`src/hw/rtl/ssr_pkg.sv`:
```
// ----------------------------------------------------------------------------
// ssr_pkg
// shared constants, state type and control struct of the subset sum block
// ----------------------------------------------------------------------------
`default_nettype none

package ssr_pkg;

	localparam int unsigned MAX_SUM_DEF   = 1023;
	localparam int unsigned WORD_BITS_DEF = 64;
	localparam int unsigned NWORDS_DEF    = (MAX_SUM_DEF + WORD_BITS_DEF) / WORD_BITS_DEF;
	localparam int unsigned VAL_W         = 16;

	typedef enum logic [2:0] {
		ST_INIT,
		ST_IDLE,
		ST_SCAN,
		ST_FLUSH,
		ST_POST
	} state_t;

	// per-cycle controls from the sequencer to the word merge datapath
	typedef struct packed {
		logic hit_clr;
		logic iss;
		logic dv;
		logic b_ok;
		logic fixed_wr;
		logic skip;
	} merge_ctl_t;

endpackage

`default_nettype wire

```
`src/hw/rtl/ssr_ram.sv`:
```
// ----------------------------------------------------------------------------
// ssr_ram
// generic memory, one write port, two registered read ports
// ----------------------------------------------------------------------------
`default_nettype none

module ssr_ram #(
	parameter int unsigned WIDTH = ssr_pkg::WORD_BITS_DEF,
	parameter int unsigned DEPTH = ssr_pkg::NWORDS_DEF,
	localparam int unsigned AW = (DEPTH > 1) ? $clog2(DEPTH) : 1
) (
	input  logic             clk,
	input  logic             we,
	input  logic [AW-1:0]    waddr,
	input  logic [WIDTH-1:0] wdata,
	input  logic [AW-1:0]    raddr_a,
	output logic [WIDTH-1:0] rdata_a,
	input  logic [AW-1:0]    raddr_b,
	output logic [WIDTH-1:0] rdata_b
);

	logic [WIDTH-1:0] mem_q [DEPTH];
	logic [WIDTH-1:0] rdata_a_q;
	logic [WIDTH-1:0] rdata_b_q;

	always_ff @(posedge clk) begin
		if (we) begin
			mem_q[waddr] <= wdata;
		end
		rdata_a_q <= mem_q[raddr_a];
		rdata_b_q <= mem_q[raddr_b];
	end

	assign rdata_a = rdata_a_q;
	assign rdata_b = rdata_b_q;

endmodule

`default_nettype wire

```
`src/hw/rtl/ssr_ctrl.sv`:
```
// ----------------------------------------------------------------------------
// ssr_ctrl
// sequencer: handshakes, word sweep addresses, shift split, result register
// ----------------------------------------------------------------------------
`default_nettype none

module ssr_ctrl #(
	parameter int unsigned MAX_SUM   = ssr_pkg::MAX_SUM_DEF,
	parameter int unsigned WORD_BITS = ssr_pkg::WORD_BITS_DEF,
	localparam int unsigned NW = (MAX_SUM + WORD_BITS) / WORD_BITS,
	localparam int unsigned AW = (NW > 1) ? $clog2(NW) : 1,
	localparam int unsigned BW = $clog2(WORD_BITS)
) (
	input  logic                     clk,
	input  logic                     arst_n,
	input  logic                     elem_valid,
	output logic                     elem_stall,
	input  logic [ssr_pkg::VAL_W-1:0] element_value,
	input  logic [ssr_pkg::VAL_W-1:0] target_sum,
	input  logic                     last_element,
	output logic                     res_valid,
	input  logic                     res_stall,
	output logic                     reachable,
	output logic                     target_out_of_range,
	output logic [AW-1:0]            rd_addr_a,
	output logic [AW-1:0]            rd_addr_b,
	output logic                     wr_en,
	output logic [AW-1:0]            wr_addr,
	output logic [BW-1:0]            shift_amt,
	output logic [ssr_pkg::VAL_W-1:0] target,
	output ssr_pkg::merge_ctl_t      ctl,
	input  logic                     hit
);

	localparam int unsigned TW  = $clog2(NW + 1);
	localparam int unsigned CW  = TW + 1;
	localparam int unsigned VW  = ssr_pkg::VAL_W;
	// reciprocal for the word index of an element
	localparam int unsigned RK  = VW + BW;
	localparam int unsigned RM  = ((1 << RK) + WORD_BITS - 1) / WORD_BITS;
	localparam int unsigned PW  = VW + RK - BW + 1;

	ssr_pkg::state_t state_q, state_d;

	logic [TW-1:0]  t_q;
	logic [VW-1:0]  v_q;
	logic [VW-1:0]  target_q;
	logic [AW-1:0]  q_q;
	logic [BW-1:0]  r_q;
	logic           last_q;
	logic           skip_q;
	logic           iss_s1;
	logic           dv_s1;
	logic           b_ok_s1;
	logic [AW-1:0]  w_s1;
	logic           res_valid_q;
	logic           reachable_q;
	logic           oor_q;

	logic           accept;
	logic           issue;
	logic           init_wr;
	logic           res_load;
	logic           skip_in;
	logic [PW-1:0]  prod;
	logic [AW-1:0]  q_calc;
	logic [BW-1:0]  r_calc;
	logic [CW-1:0]  a_idx;
	logic [CW-1:0]  b_idx;
	logic           oor_now;

	// next state
	always_comb begin
		state_d = state_q;
		case (state_q)
			ssr_pkg::ST_INIT: begin
				if (t_q == TW'(NW - 1)) state_d = ssr_pkg::ST_IDLE;
			end
			ssr_pkg::ST_IDLE: begin
				if (elem_valid) state_d = ssr_pkg::ST_SCAN;
			end
			ssr_pkg::ST_SCAN: begin
				if (t_q == TW'(NW)) state_d = ssr_pkg::ST_FLUSH;
			end
			ssr_pkg::ST_FLUSH: begin
				state_d = last_q ? ssr_pkg::ST_POST : ssr_pkg::ST_IDLE;
			end
			ssr_pkg::ST_POST: begin
				if (!res_valid_q || !res_stall) state_d = ssr_pkg::ST_IDLE;
			end
			default: state_d = ssr_pkg::ST_INIT;
		endcase
	end

	// state outputs
	always_comb begin
		elem_stall = 1'b1;
		issue      = 1'b0;
		init_wr    = 1'b0;
		res_load   = 1'b0;
		case (state_q)
			ssr_pkg::ST_INIT:  init_wr = 1'b1;
			ssr_pkg::ST_IDLE:  elem_stall = 1'b0;
			ssr_pkg::ST_SCAN:  issue = 1'b1;
			ssr_pkg::ST_FLUSH: ;
			ssr_pkg::ST_POST:  res_load = !res_valid_q || !res_stall;
			default: ;
		endcase
	end

	assign accept  = elem_valid && !elem_stall;
	assign skip_in = (element_value == '0) || (element_value > VW'(MAX_SUM));
	assign prod    = PW'(element_value) * PW'(RM);
	assign q_calc  = AW'(prod >> RK);
	assign r_calc  = BW'(v_q - VW'(q_q) * VW'(WORD_BITS));

	// word t reads: own word high to low, source word one below the shifted one
	assign a_idx = CW'(NW) - CW'(t_q);
	assign b_idx = CW'(NW - 1) - CW'(q_q) - CW'(t_q);

	always_ff @(posedge clk or negedge arst_n) begin
		if (!arst_n) begin
			state_q <= ssr_pkg::ST_INIT;
			t_q     <= '0;
			last_q  <= 1'b0;
			iss_s1  <= 1'b0;
			dv_s1   <= 1'b0;
		end else begin
			state_q <= state_d;
			iss_s1  <= issue;
			dv_s1   <= issue && (t_q != '0);
			if (accept) begin
				t_q    <= '0;
				last_q <= last_element;
			end else if (init_wr) begin
				t_q <= (t_q == TW'(NW - 1)) ? '0 : t_q + 1'b1;
			end else if (issue) begin
				t_q <= t_q + 1'b1;
			end
		end
	end

	always_ff @(posedge clk) begin
		if (accept) begin
			v_q      <= element_value;
			target_q <= target_sum;
			skip_q   <= skip_in;
			q_q      <= skip_in ? '0 : q_calc;
		end
		if (issue && (t_q == '0)) begin
			r_q <= r_calc;
		end
		b_ok_s1 <= !b_idx[CW-1];
		w_s1    <= a_idx[AW-1:0];
	end

	// result register
	assign oor_now = target_q > VW'(MAX_SUM);

	always_ff @(posedge clk or negedge arst_n) begin
		if (!arst_n) begin
			res_valid_q <= 1'b0;
		end else if (res_load) begin
			res_valid_q <= 1'b1;
		end else if (!res_stall) begin
			res_valid_q <= 1'b0;
		end
	end

	always_ff @(posedge clk) begin
		if (res_load) begin
			reachable_q <= hit && !oor_now;
			oor_q       <= oor_now;
		end
	end

	assign res_valid           = res_valid_q;
	assign reachable           = reachable_q;
	assign target_out_of_range = oor_q;

	assign rd_addr_a = a_idx[AW-1:0];
	assign rd_addr_b = b_idx[AW-1:0];
	assign wr_en     = init_wr || dv_s1;
	assign wr_addr   = init_wr ? t_q[AW-1:0] : w_s1;
	assign shift_amt = r_q;
	assign target    = target_q;

	assign ctl.hit_clr  = accept;
	assign ctl.iss      = iss_s1;
	assign ctl.dv       = dv_s1;
	assign ctl.b_ok     = b_ok_s1;
	assign ctl.fixed_wr = init_wr || last_q;
	assign ctl.skip     = skip_q;

endmodule

`default_nettype wire

```
`src/hw/rtl/ssr_merge.sv`:
```
// ----------------------------------------------------------------------------
// ssr_merge
// one bitset word per cycle: shifted or, top word trim, target bit capture
// ----------------------------------------------------------------------------
`default_nettype none

module ssr_merge #(
	parameter int unsigned MAX_SUM   = ssr_pkg::MAX_SUM_DEF,
	parameter int unsigned WORD_BITS = ssr_pkg::WORD_BITS_DEF,
	localparam int unsigned NW = (MAX_SUM + WORD_BITS) / WORD_BITS,
	localparam int unsigned AW = (NW > 1) ? $clog2(NW) : 1,
	localparam int unsigned BW = $clog2(WORD_BITS)
) (
	input  logic                      clk,
	input  logic                      arst_n,
	input  ssr_pkg::merge_ctl_t       ctl,
	input  logic [AW-1:0]             wr_idx,
	input  logic [BW-1:0]             shift_amt,
	input  logic [ssr_pkg::VAL_W-1:0] target,
	input  logic [WORD_BITS-1:0]      rd_a,
	input  logic [WORD_BITS-1:0]      rd_b,
	output logic [WORD_BITS-1:0]      wdata,
	output logic                      hit
);

	localparam int unsigned TOP_BITS = MAX_SUM + 1 - (NW - 1) * WORD_BITS;
	localparam logic [WORD_BITS-1:0] TOP_MASK = {WORD_BITS{1'b1}} >> (WORD_BITS - TOP_BITS);
	localparam int unsigned DW = ssr_pkg::VAL_W + 1;

	logic [WORD_BITS-1:0]   upper_q;
	logic [WORD_BITS-1:0]   lower;
	logic [2*WORD_BITS-1:0] cat_sh;
	logic [WORD_BITS-1:0]   merged;
	logic [WORD_BITS-1:0]   new_word;
	logic [DW-1:0]          base;
	logic [DW-1:0]          diff;
	logic                   in_word;
	logic                   hit_q;

	assign lower = ctl.b_ok ? rd_b : '0;

	// source words stream high to low, last one becomes the upper half
	always_ff @(posedge clk) begin
		if (ctl.iss) begin
			upper_q <= lower;
		end
	end

	assign cat_sh   = {upper_q, lower} << shift_amt;
	assign merged   = rd_a | (ctl.skip ? '0 : cat_sh[2*WORD_BITS-1:WORD_BITS]);
	assign new_word = (wr_idx == AW'(NW - 1)) ? (merged & TOP_MASK) : merged;

	// clear pattern keeps only sum zero
	assign wdata = ctl.fixed_wr ? {{(WORD_BITS-1){1'b0}}, (wr_idx == '0)} : new_word;

	assign base    = DW'(wr_idx) * DW'(WORD_BITS);
	assign diff    = {1'b0, target} - base;
	assign in_word = !diff[DW-1] && (diff < DW'(WORD_BITS));

	always_ff @(posedge clk or negedge arst_n) begin
		if (!arst_n) begin
			hit_q <= 1'b0;
		end else if (ctl.hit_clr) begin
			hit_q <= 1'b0;
		end else if (ctl.dv && in_word) begin
			hit_q <= new_word[diff[BW-1:0]];
		end
	end

	assign hit = hit_q;

endmodule

`default_nettype wire

```
`src/hw/rtl/subset_sum_reachability_top.sv`:
```
// ----------------------------------------------------------------------------
// subset_sum_reachability_top
// bitset subset sum: fold elements, answer reachability of a target sum
// ----------------------------------------------------------------------------
// The block keeps one bit per sum 0..MAX_SUM in a memory of
// (MAX_SUM+WORD_BITS)/WORD_BITS words (16 at the defaults), starting with only
// sum 0 set. Each element transaction ORs the bitset with itself shifted up by
// the element; zero or an element above MAX_SUM leaves it unchanged. The
// bitset is swept one word per cycle from the top word down; from the
// acceptance of an element to the next acceptance the block goes through
// a sweep step per word, a step to prime the source word pipeline, a step
// to write the last word and an idle state that takes the next transaction.
// The element marked last also passes through a result state, in which the
// result (reachable, target_out_of_range) goes to the output register; the
// block waits in that state while an earlier result is still stalled. The
// last element's sweep writes the bitset back to only sum 0. After reset a
// clearing pass fills the memory before the first element is taken.
// ----------------------------------------------------------------------------
`default_nettype none

module subset_sum_reachability_top #(
	parameter int unsigned MAX_SUM   = ssr_pkg::MAX_SUM_DEF,
	parameter int unsigned WORD_BITS = ssr_pkg::WORD_BITS_DEF
) (
	input  logic                      clk,
	input  logic                      arst_n,
	// element channel
	input  logic                      elem_valid,
	output logic                      elem_stall,
	input  logic [ssr_pkg::VAL_W-1:0] element_value,
	input  logic [ssr_pkg::VAL_W-1:0] target_sum,
	input  logic                      last_element,
	// result channel
	output logic                      res_valid,
	input  logic                      res_stall,
	output logic                      reachable,
	output logic                      target_out_of_range
);

	localparam int unsigned NW = (MAX_SUM + WORD_BITS) / WORD_BITS;
	localparam int unsigned AW = (NW > 1) ? $clog2(NW) : 1;
	localparam int unsigned BW = $clog2(WORD_BITS);

	// memory ports
	logic [AW-1:0]            rd_addr_a;
	logic [AW-1:0]            rd_addr_b;
	logic [WORD_BITS-1:0]     rd_data_a;
	logic [WORD_BITS-1:0]     rd_data_b;
	logic                     wr_en;
	logic [AW-1:0]            wr_addr;
	logic [WORD_BITS-1:0]     wr_data;

	// sequencer to datapath
	logic [BW-1:0]             shift_amt;
	logic [ssr_pkg::VAL_W-1:0] target;
	ssr_pkg::merge_ctl_t       ctl;
	logic                      hit;

	// sequencer: handshakes, sweep counter, element split into word and bit
	// offset, result register
	ssr_ctrl #(
		.MAX_SUM   (MAX_SUM),
		.WORD_BITS (WORD_BITS)
	) u_ctrl (
		.clk                 (clk),
		.arst_n              (arst_n),
		.elem_valid          (elem_valid),
		.elem_stall          (elem_stall),
		.element_value       (element_value),
		.target_sum          (target_sum),
		.last_element        (last_element),
		.res_valid           (res_valid),
		.res_stall           (res_stall),
		.reachable           (reachable),
		.target_out_of_range (target_out_of_range),
		.rd_addr_a           (rd_addr_a),
		.rd_addr_b           (rd_addr_b),
		.wr_en               (wr_en),
		.wr_addr             (wr_addr),
		.shift_amt           (shift_amt),
		.target              (target),
		.ctl                 (ctl),
		.hit                 (hit)
	);

	// word datapath: own word or'ed with the shifted source, target snoop
	ssr_merge #(
		.MAX_SUM   (MAX_SUM),
		.WORD_BITS (WORD_BITS)
	) u_merge (
		.clk       (clk),
		.arst_n    (arst_n),
		.ctl       (ctl),
		.wr_idx    (wr_addr),
		.shift_amt (shift_amt),
		.target    (target),
		.rd_a      (rd_data_a),
		.rd_b      (rd_data_b),
		.wdata     (wr_data),
		.hit       (hit)
	);

	// bitset storage; port a reads the word being rewritten, port b the
	// source word, writes during the sweep land above both read addresses
	ssr_ram #(
		.WIDTH (WORD_BITS),
		.DEPTH (NW)
	) u_ram (
		.clk     (clk),
		.we      (wr_en),
		.waddr   (wr_addr),
		.wdata   (wr_data),
		.raddr_a (rd_addr_a),
		.rdata_a (rd_data_a),
		.raddr_b (rd_addr_b),
		.rdata_b (rd_data_b)
	);

endmodule

`default_nettype wire

```
`config.mk`:
```
export PLATFORM = sky130hd
export DESIGN_NAME = subset_sum_reachability_top
export DESIGN_NICKNAME = d
export VERILOG_FILES = /design/src/hw/rtl/ssr_pkg.sv /design/src/hw/rtl/ssr_ram.sv /design/src/hw/rtl/ssr_ctrl.sv /design/src/hw/rtl/ssr_merge.sv /design/src/hw/rtl/subset_sum_reachability_top.sv
export SDC_FILE = /design/constraint.sdc
export NUM_CORES = 2
export LEC_CHECK = 0
export BUFFER_PORTS_ARGS = -buffer_cell sky130_fd_sc_hd__buf_2
export CAP_MARGIN = 15
export CORE_MARGIN = 10
export CORE_UTILIZATION = 43
export CTS_CLUSTER_DIAMETER = 80
export DETAILED_ROUTE_END_ITERATION = 6
export GPL_ROUTABILITY_DRIVEN = 1
export PLACE_DENSITY = 0.58
export SYNTH_ARGS = -nofsm -noshare
export SYNTH_HDL_FRONTEND = slang
export SYNTH_SLANG_ARGS = --single-unit
```
`constraint.sdc`:
```
create_clock -name clk -period 5.31 [get_ports clk]
set_input_delay 0.2655 -clock clk [delete_from_list [all_inputs] [get_ports clk]]
set_output_delay 0.2655 -clock clk [all_outputs]
set_load 0.02 [all_outputs]
```
# Yosys cells after proc, flatten, opt, wreduce, memory -nomap -nowiden
# Memory sizes are Yosys's and may differ from the RTL's. A register that Yosys moved wholly into a read port is not among the register bits.
# Index checks and enable logic that the tools add are counted.
[totals]
n_memories = 1
output_inout_bits = 4
reg_bits = 117
in_bits = 37
word_cells = 90
mem_bits_rw = 1024
[memory_table]
columns = ["memory", "words", "width", "read_ports", "rd_clocked_by_memory_dff", "wr", "line_no", "text"]
rows = [
  ["u_ram.mem_q", 16, 64, 2, 2, 1, "ssr_ram.sv:22", "logic [WIDTH-1:0] mem_q [DEPTH];"],
]
[classes]
addsub = 6
n_reduce_logical = 23
shift = 1
bitwise = 1
magnitude_cmp = 4
eq_ne = 11
mux = 26
[ops]
columns = ["op", "count"]
rows = [
  ["$mux 64", 3],
  ["$shl 128x6->128", 1],
  ["$or 64x64->64", 1],
  ["$gt 16x10->1 const B", 2],
  ["$mux 5", 4],
  ["$lt 17x7->1 const B", 1],
  ["$sub 16x10->17", 1],
  ["$logic_not 16->1", 1],
  ["$mux 3", 5],
  ["$pmux 3 s5", 1],
  ["$mux 1", 11],
  ["$ne 2x1->1 const B", 4],
  ["$lt 6x7->1 const B", 1],
  ["$bmux 1 s6", 1],
  ["$eq 3x2->1 const B", 2],
  ["$logic_and 1x1->1", 6],
  ["$sub 6x1->6 const B", 1],
  ["$sub 6x5->6", 1],
  ["$add 5x1->5 const B", 1],
  ["$eq 5x4->1 const B", 1],
  ["$eq 5x5->1 const B", 1],
  ["$logic_not 1->1", 5],
  ["$logic_not 5->1", 1],
  ["$reduce_bool 5->1", 1],
  ["other kinds (12)", 15],
]

# Logic depth before layout (Yosys ltp)
[logic_depth]
depth_word = 9
depth_mapped = 16
depth_no_buf = 12

# Cells and area by module
# From an unflattened synthesis, not the netlist that was laid out.
[unflattened]
cells_unflattened = 4046
area_unflattened_um2 = 64675.8
[by_module_without_submodules]
columns = ["mod", "cells_each", "n_inst", "area_per_inst_um2"]
rows = [
  ["ssr_ram", 2247, 1, 48307.6],
  ["ssr_merge", 1644, 1, 14236.2],
  ["ssr_ctrl", 155, 1, 2132.0],
]

# Worst setup path before layout
# No wires, ideal clock.
[synth_timing]
path_kind = "register to register"
start = "reg u_ctrl.t_q[0]"
end = "mem u_ram.mem_q[3][0] (netlist bit) (enable)"
arrival_ns = 4.510
period_less_slack_ns = 4.996
path_buffers = 3
path_stages_with_launch = 7
slack_ns = 0.314
path_cell_list = "dfrtp_1 -> clkbuf_1 -> clkbuf_1 -> clkbuf_1 -> mux2i_1 -> or2_2 -> nor2_1"
[synth_between]
elab_chain_len = 1
[synth_rtl]
columns = ["element", "line_no", "text"]
rows = [
  ["start, declared", "ssr_ctrl.sv:45", "logic [TW-1:0] t_q;"],
  ["start signal, assigned", "ssr_ctrl.sv:136", "t_q <= (t_q == TW'(NW - 1)) ? '0 : t_q + 1'b1;"],
  ["start signal, assigned", "ssr_ctrl.sv:138", "t_q <= t_q + 1'b1;"],
  ["$mux 4", "ssr_ctrl.sv:184", "assign wr_addr = init_wr ? t_q[AW-1:0] : w_s1;"],
  ["end, declared", "ssr_ram.sv:22", ""],
]
# Every way passes these cells.

# Worst setup path in the final report
[layout_timing]
start = "reg u_ctrl.r_q[2] (netlist: u_ctrl.shift_amt[2])"
end = "reg u_merge.hit_q (netlist: u_merge.hit)"
[layout_between]
elab_chain_len = 7
[layout_rtl]
columns = ["element", "line_no", "text"]
rows = [
  ["start, declared", "ssr_ctrl.sv:49", "logic [BW-1:0] r_q;"],
  ["start signal, assigned", "ssr_ctrl.sv:151", "r_q <= r_calc;"],
  ["$shl 128x6->128", "ssr_merge.sv:49", "assign cat_sh = {upper_q, lower} << shift_amt;"],
  ["$mux 64", "ssr_merge.sv:50", "assign merged = rd_a | (ctl.skip ? '0 : cat_sh[2*WORD_BITS-1:WORD_BITS]);"],
  ["$or 64x64->64", "ssr_merge.sv:50", ""],
  ["$bmux 1 s6", "ssr_merge.sv:66", "hit_q <= new_word[diff[BW-1:0]];"],
  ["$mux 1 (implied by the code)", "ssr_merge.sv:66", ""],
  ["$mux 1", "ssr_merge.sv:65", "end else if (ctl.dv && in_word) begin"],
  ["$mux 1", "ssr_merge.sv:63", "end else if (ctl.hit_clr) begin"],
  ["end signal, assigned", "ssr_merge.sv:66", ""],
  ["end, declared", "ssr_merge.sv:38", "logic hit_q;"],
]
# Every way passes these cells. The select of a mux whose other input is x is not followed.
# A chain may end at the register's enable or synchronous reset.

==> impl_metrics.json <==
{
  "area_delta_synth_final_pct": 14.81,
  "fp.dieArea_um2": 166600,
  "period_needed_ns": 4.824,
  "r2r-end": "u_merge.hit",
  "critical-path-slowest-cell": "nor4_1",
  "core_um2": 149800,
  "start_util": 0.4326,
  "yosys.area.top_type_share": 0.5205,
  "top_level_ports": 41,
  "cts-resized-gates": 0,
  "drt_iter0_drc": 5467,
  "crit_buf_inv": 2,
  "num_rows": 142,
  "sw_frac_of_total": 0.3955,
  "dp_cells": 5904,
  "route.detailed.wl_per_inst_um": 40.90,
  "r2r_start": "u_ctrl.shift_amt[2]",
  "fmax_ghz": 0.2073,
  "antenna_found_initial": 16,
  "overflow": 0,
  "utilization": 0.4967,
  "ys_types": 93,
  "clock_latency_ns": 0.78,
  "hold_class": "primary input to flop",
  "critPathCaptureType": "flop",
  "finClkSkew_ns": 0.02565,
  "synth.most_common_cell": "edfxtp_1",
  "cts_tree": "yes",
  "clock_path_buffers": 3,
  "antenna_left": 0,
  "syn_area_per_cell_um2": 17.03,
  "setup.worst_path.start_class": "flop",
  "critPathKind": "flop to flop",
  "first_pass_iters": 6,
  "critical_path.max_fanout": 13,
  "power_switching_w": 0.02133,
  "cts-buffers-inserted": 137,
  "p_leak_nw": 24.60,
  "nets": 4112,
  "die_h_um": 408.2,
  "cts_setup_buffers": 0,
  "drv_cap": 0,
  "combPwrFrac": 0.492,
  "route.detailed.vias_per_inst": 6.925,
  "clkPwrFrac": 0.177,
  "status": "complete, no violations",
  "gp_congestion": 1.100,
  "power.internal_w": 0.03260,
  "synth_nets": 3852,
  "min_from": "target_sum[5]",
  "num_vias": 42910,
  "peakVddDrop_uv": 768.7,
  "synthArstFlopShare": 0.01024,
  "p_seq_frac": 0.331,
  "hold_end": "u_ctrl.target[5]",
  "reg2regPathDepth": 12,
  "slew_headroom": 0.1931,
  "p_per_area_nw_per_um2": 725.0,
  "ys_ff_latch": 1269,
  "rsz0062_at_grt": "no",
  "yosysWarnings": 0,
  "ff2ff_setup_slack_ns": 0.49,
  "synth_edf_count": 1123,
  "io_buffers": 40,
  "die_width_um": 408.2,
  "clk_pin_slew_ns": 0.06,
  "post-dp-hpwl_mm": 171.9,
  "final_cells": 6196,
  "synthTopCellsByArea": "edfxtp_1 (52%), mux4_2 (26%), dfxtp_1 (4.1%)",
  "clock_sinks": 1269,
  "grt_max_degree": 82,
  "wl_mm": 253.4,
  "final-hold-violation-count": 0,
  "grt_pass1_vias": 43060,
  "crit_arrival_ns": 5.49,
  "slew_viol_final": 0,
  "finalSetupViolations": 0,
  "cp_top_family": "simple AND/OR/NAND/NOR gates",
  "htreeDepth": 4,
  "synthFlopType": "edfxtp_1",
  "clockRootBuffer": "clkbuf_16",
  "drive_above_1_share": 0.3555,
  "ys_top_cells_by_count": "edfxtp_1 (1,123), mux4_2 (737), nor2_1 (198), clkbuf_1 (163), mux2i_1 (150)",
  "yosysTopAreaCell": "edfxtp_1",
  "worst-slew-pin-transition_ns": 1.199,
  "worst_path_most_repeated_cell": "buf_4",
  "grt_pass1_wl_mm": 352.8,
  "required_ns": 5.98,
  "ys_seq_area_frac": 0.5666,
  "path_cells": "buf_4 -> buf_4 -> nand2_1 -> o22ai_1 -> nor4_1 -> a21oi_1 -> o21ai_0 -> nand4_1 -> and3_1 -> o2111ai_1 -> a32oi_1 -> o32ai_1",
  "min_path_cells": 2,
  "critPathMaxStageDelay_ns": 0.99,
  "drcViolationCount": 0,
  "final.setup.tns_ns": 0,
  "track_usage": 0.2997,
  "final.period_utilization": 0.9084,
  "fillers": 12440,
  "syn_area_um2": 64790,
  "netlist_instances": 3805
}
==> final cells by class <==
class | count | area [um^2] | area share
inverters | 39 | 146.4 | 0.001968
diodes | 3 | 7.507 | 0.0001009
repair buffers | 428 | 3742 | 0.05031
multi-input cells | 2190 | 26720 | 0.3592
clock buffers | 186 | 3827 | 0.05145
well taps | 2016 | 2522 | 0.03391
flip-flops and latches | 1269 | 36720 | 0.4937
clock inverters | 65 | 695.7 | 0.009352
==> worst max-delay path by stage <==
stage                        startpoint                end  slack (ns)  depth (start not counted)
finish              u_ctrl.shift_amt[2]        u_merge.hit        0.49                         12
global route        u_ctrl.shift_amt[1]        u_merge.hit        0.53                         12
CTS                 u_ctrl.shift_amt[1]        u_merge.hit        0.73                         12
detailed placement  u_ctrl.shift_amt[1]        u_merge.hit        0.79                         12
global placement    u_ctrl.shift_amt[2]        u_merge.hit        0.72                         12
floorplan                 u_ctrl.t_q[0]  u_ram.mem_q[3][0]        0.31                          6
==> worst reg2reg max path: cells and delay by family, from the launching register on <==
family,cells,cell delay (ns)
AND/OR/NAND/NOR,4,1.98
AO/OA/AOI/OAI,6,1.74
flip-flops,1,0.56
buffers and inverters,2,0.43
==> stage by stage <==
| stage | total power (W) | worst slack (ns) | area, um^2 | hold WS (ns) |
|---|---|---|---|---|
| floorplan | 0.03327 | 0.3139 | 64790 | -0.03009 |
| global placement | 0.04432 | 0.7185 | 69430 | 0.2705 |
| detailed placement | 0.04435 | 0.7884 | 69470 | 0.2727 |
| CTS | 0.05402 | 0.7301 | 74370 | 0.1539 |
| global route | 0.05586 | 0.5322 | 74380 | 0.1818 |
| finish | 0.05393 | 0.4863 | 74390 | 0.2051 |
==> placed cells by master, fill, tap and decap left out, types with 32 or more instances in the layout <==
master / instances
nor2_1: 181
and2_1: 88
edfxtp_1: 1123
mux2i_1: 150
nor3_1: 55
buf_2: 40
a21oi_1: 70
buf_4: 306
nand2_1: 146
o22ai_1: 81
clkbuf_16: 141
dlygate4sd3_1: 37
buf_12: 42
nand3_1: 35
inv_1: 33
mux4_2: 737
o21ai_0: 53
clkbuf_1: 32
mux2_2: 86
dfxtp_1: 132
==> flip-flops by register name (all words and copies together), names as in the netlist, 3 cells and up <==
register,cells
u_merge.upper_q,64
u_ctrl.shift_amt,6
u_ctrl.w_s1,4
u_ctrl.v_q,6
u_ctrl.target,16
u_ctrl.t_q,5
u_ram.rdata_a,64
u_ram.mem_q,1024
u_ram.rdata_b,64
u_ctrl.q_q,4
u_ctrl.state_q,3
==> what timing repair did <==
| action | CTS | global route |
|---|---|---|
| setup endpoints to repair | 0 | 0 |
| hold endpoints to repair | 49 | 0 |
| hold buffers | 37 | 0 |
==> power by group through the flow <==
stage | sequential, W | clock [W] | combinational (W)
after floorplan | 0.0164 | 0 | 0.0169
after global placement | 0.0178 | 0 | 0.0265
after detailed placement | 0.0179 | 0 | 0.0264
after CTS | 0.0177 | 0.00973 | 0.0265
after global routing | 0.0179 | 0.0101 | 0.0278
final | 0.0179 | 0.00953 | 0.0265
==> layer usage <==
| layer | share of wire | GRT usage | vias to the layer above | wire, um |
|---|---|---|---|---|
| met5 | 0.00048 | 0 | - | 121 |
| met4 | 0.061 | 0.1547 | 18 | 15460 |
| met3 | 0.086 | 0.06073 | 643 | 21690 |
| met2 | 0.45 | 0.4493 | 2624 | 113900 |
| met1 | 0.40 | 0.4144 | 22910 | 102300 |
| li1 | - | - | 16710 | - |
==> logic make-up after synthesis <==
| group | share of synthesized area |
|---|---|
| flip-flops | 0.5666 |
| buffers and inverters | 0.02456 |
| AO/OA/AOI/OAI | 0.05961 |
| multiplexers | 0.2959 |
| AND/OR/NAND/NOR | 0.05017 |
| XOR/XNOR | 0.0009463 |
| adder cells (fa/ha/maj) | 0.002202 |
Power figures use the tool's default switching activity.
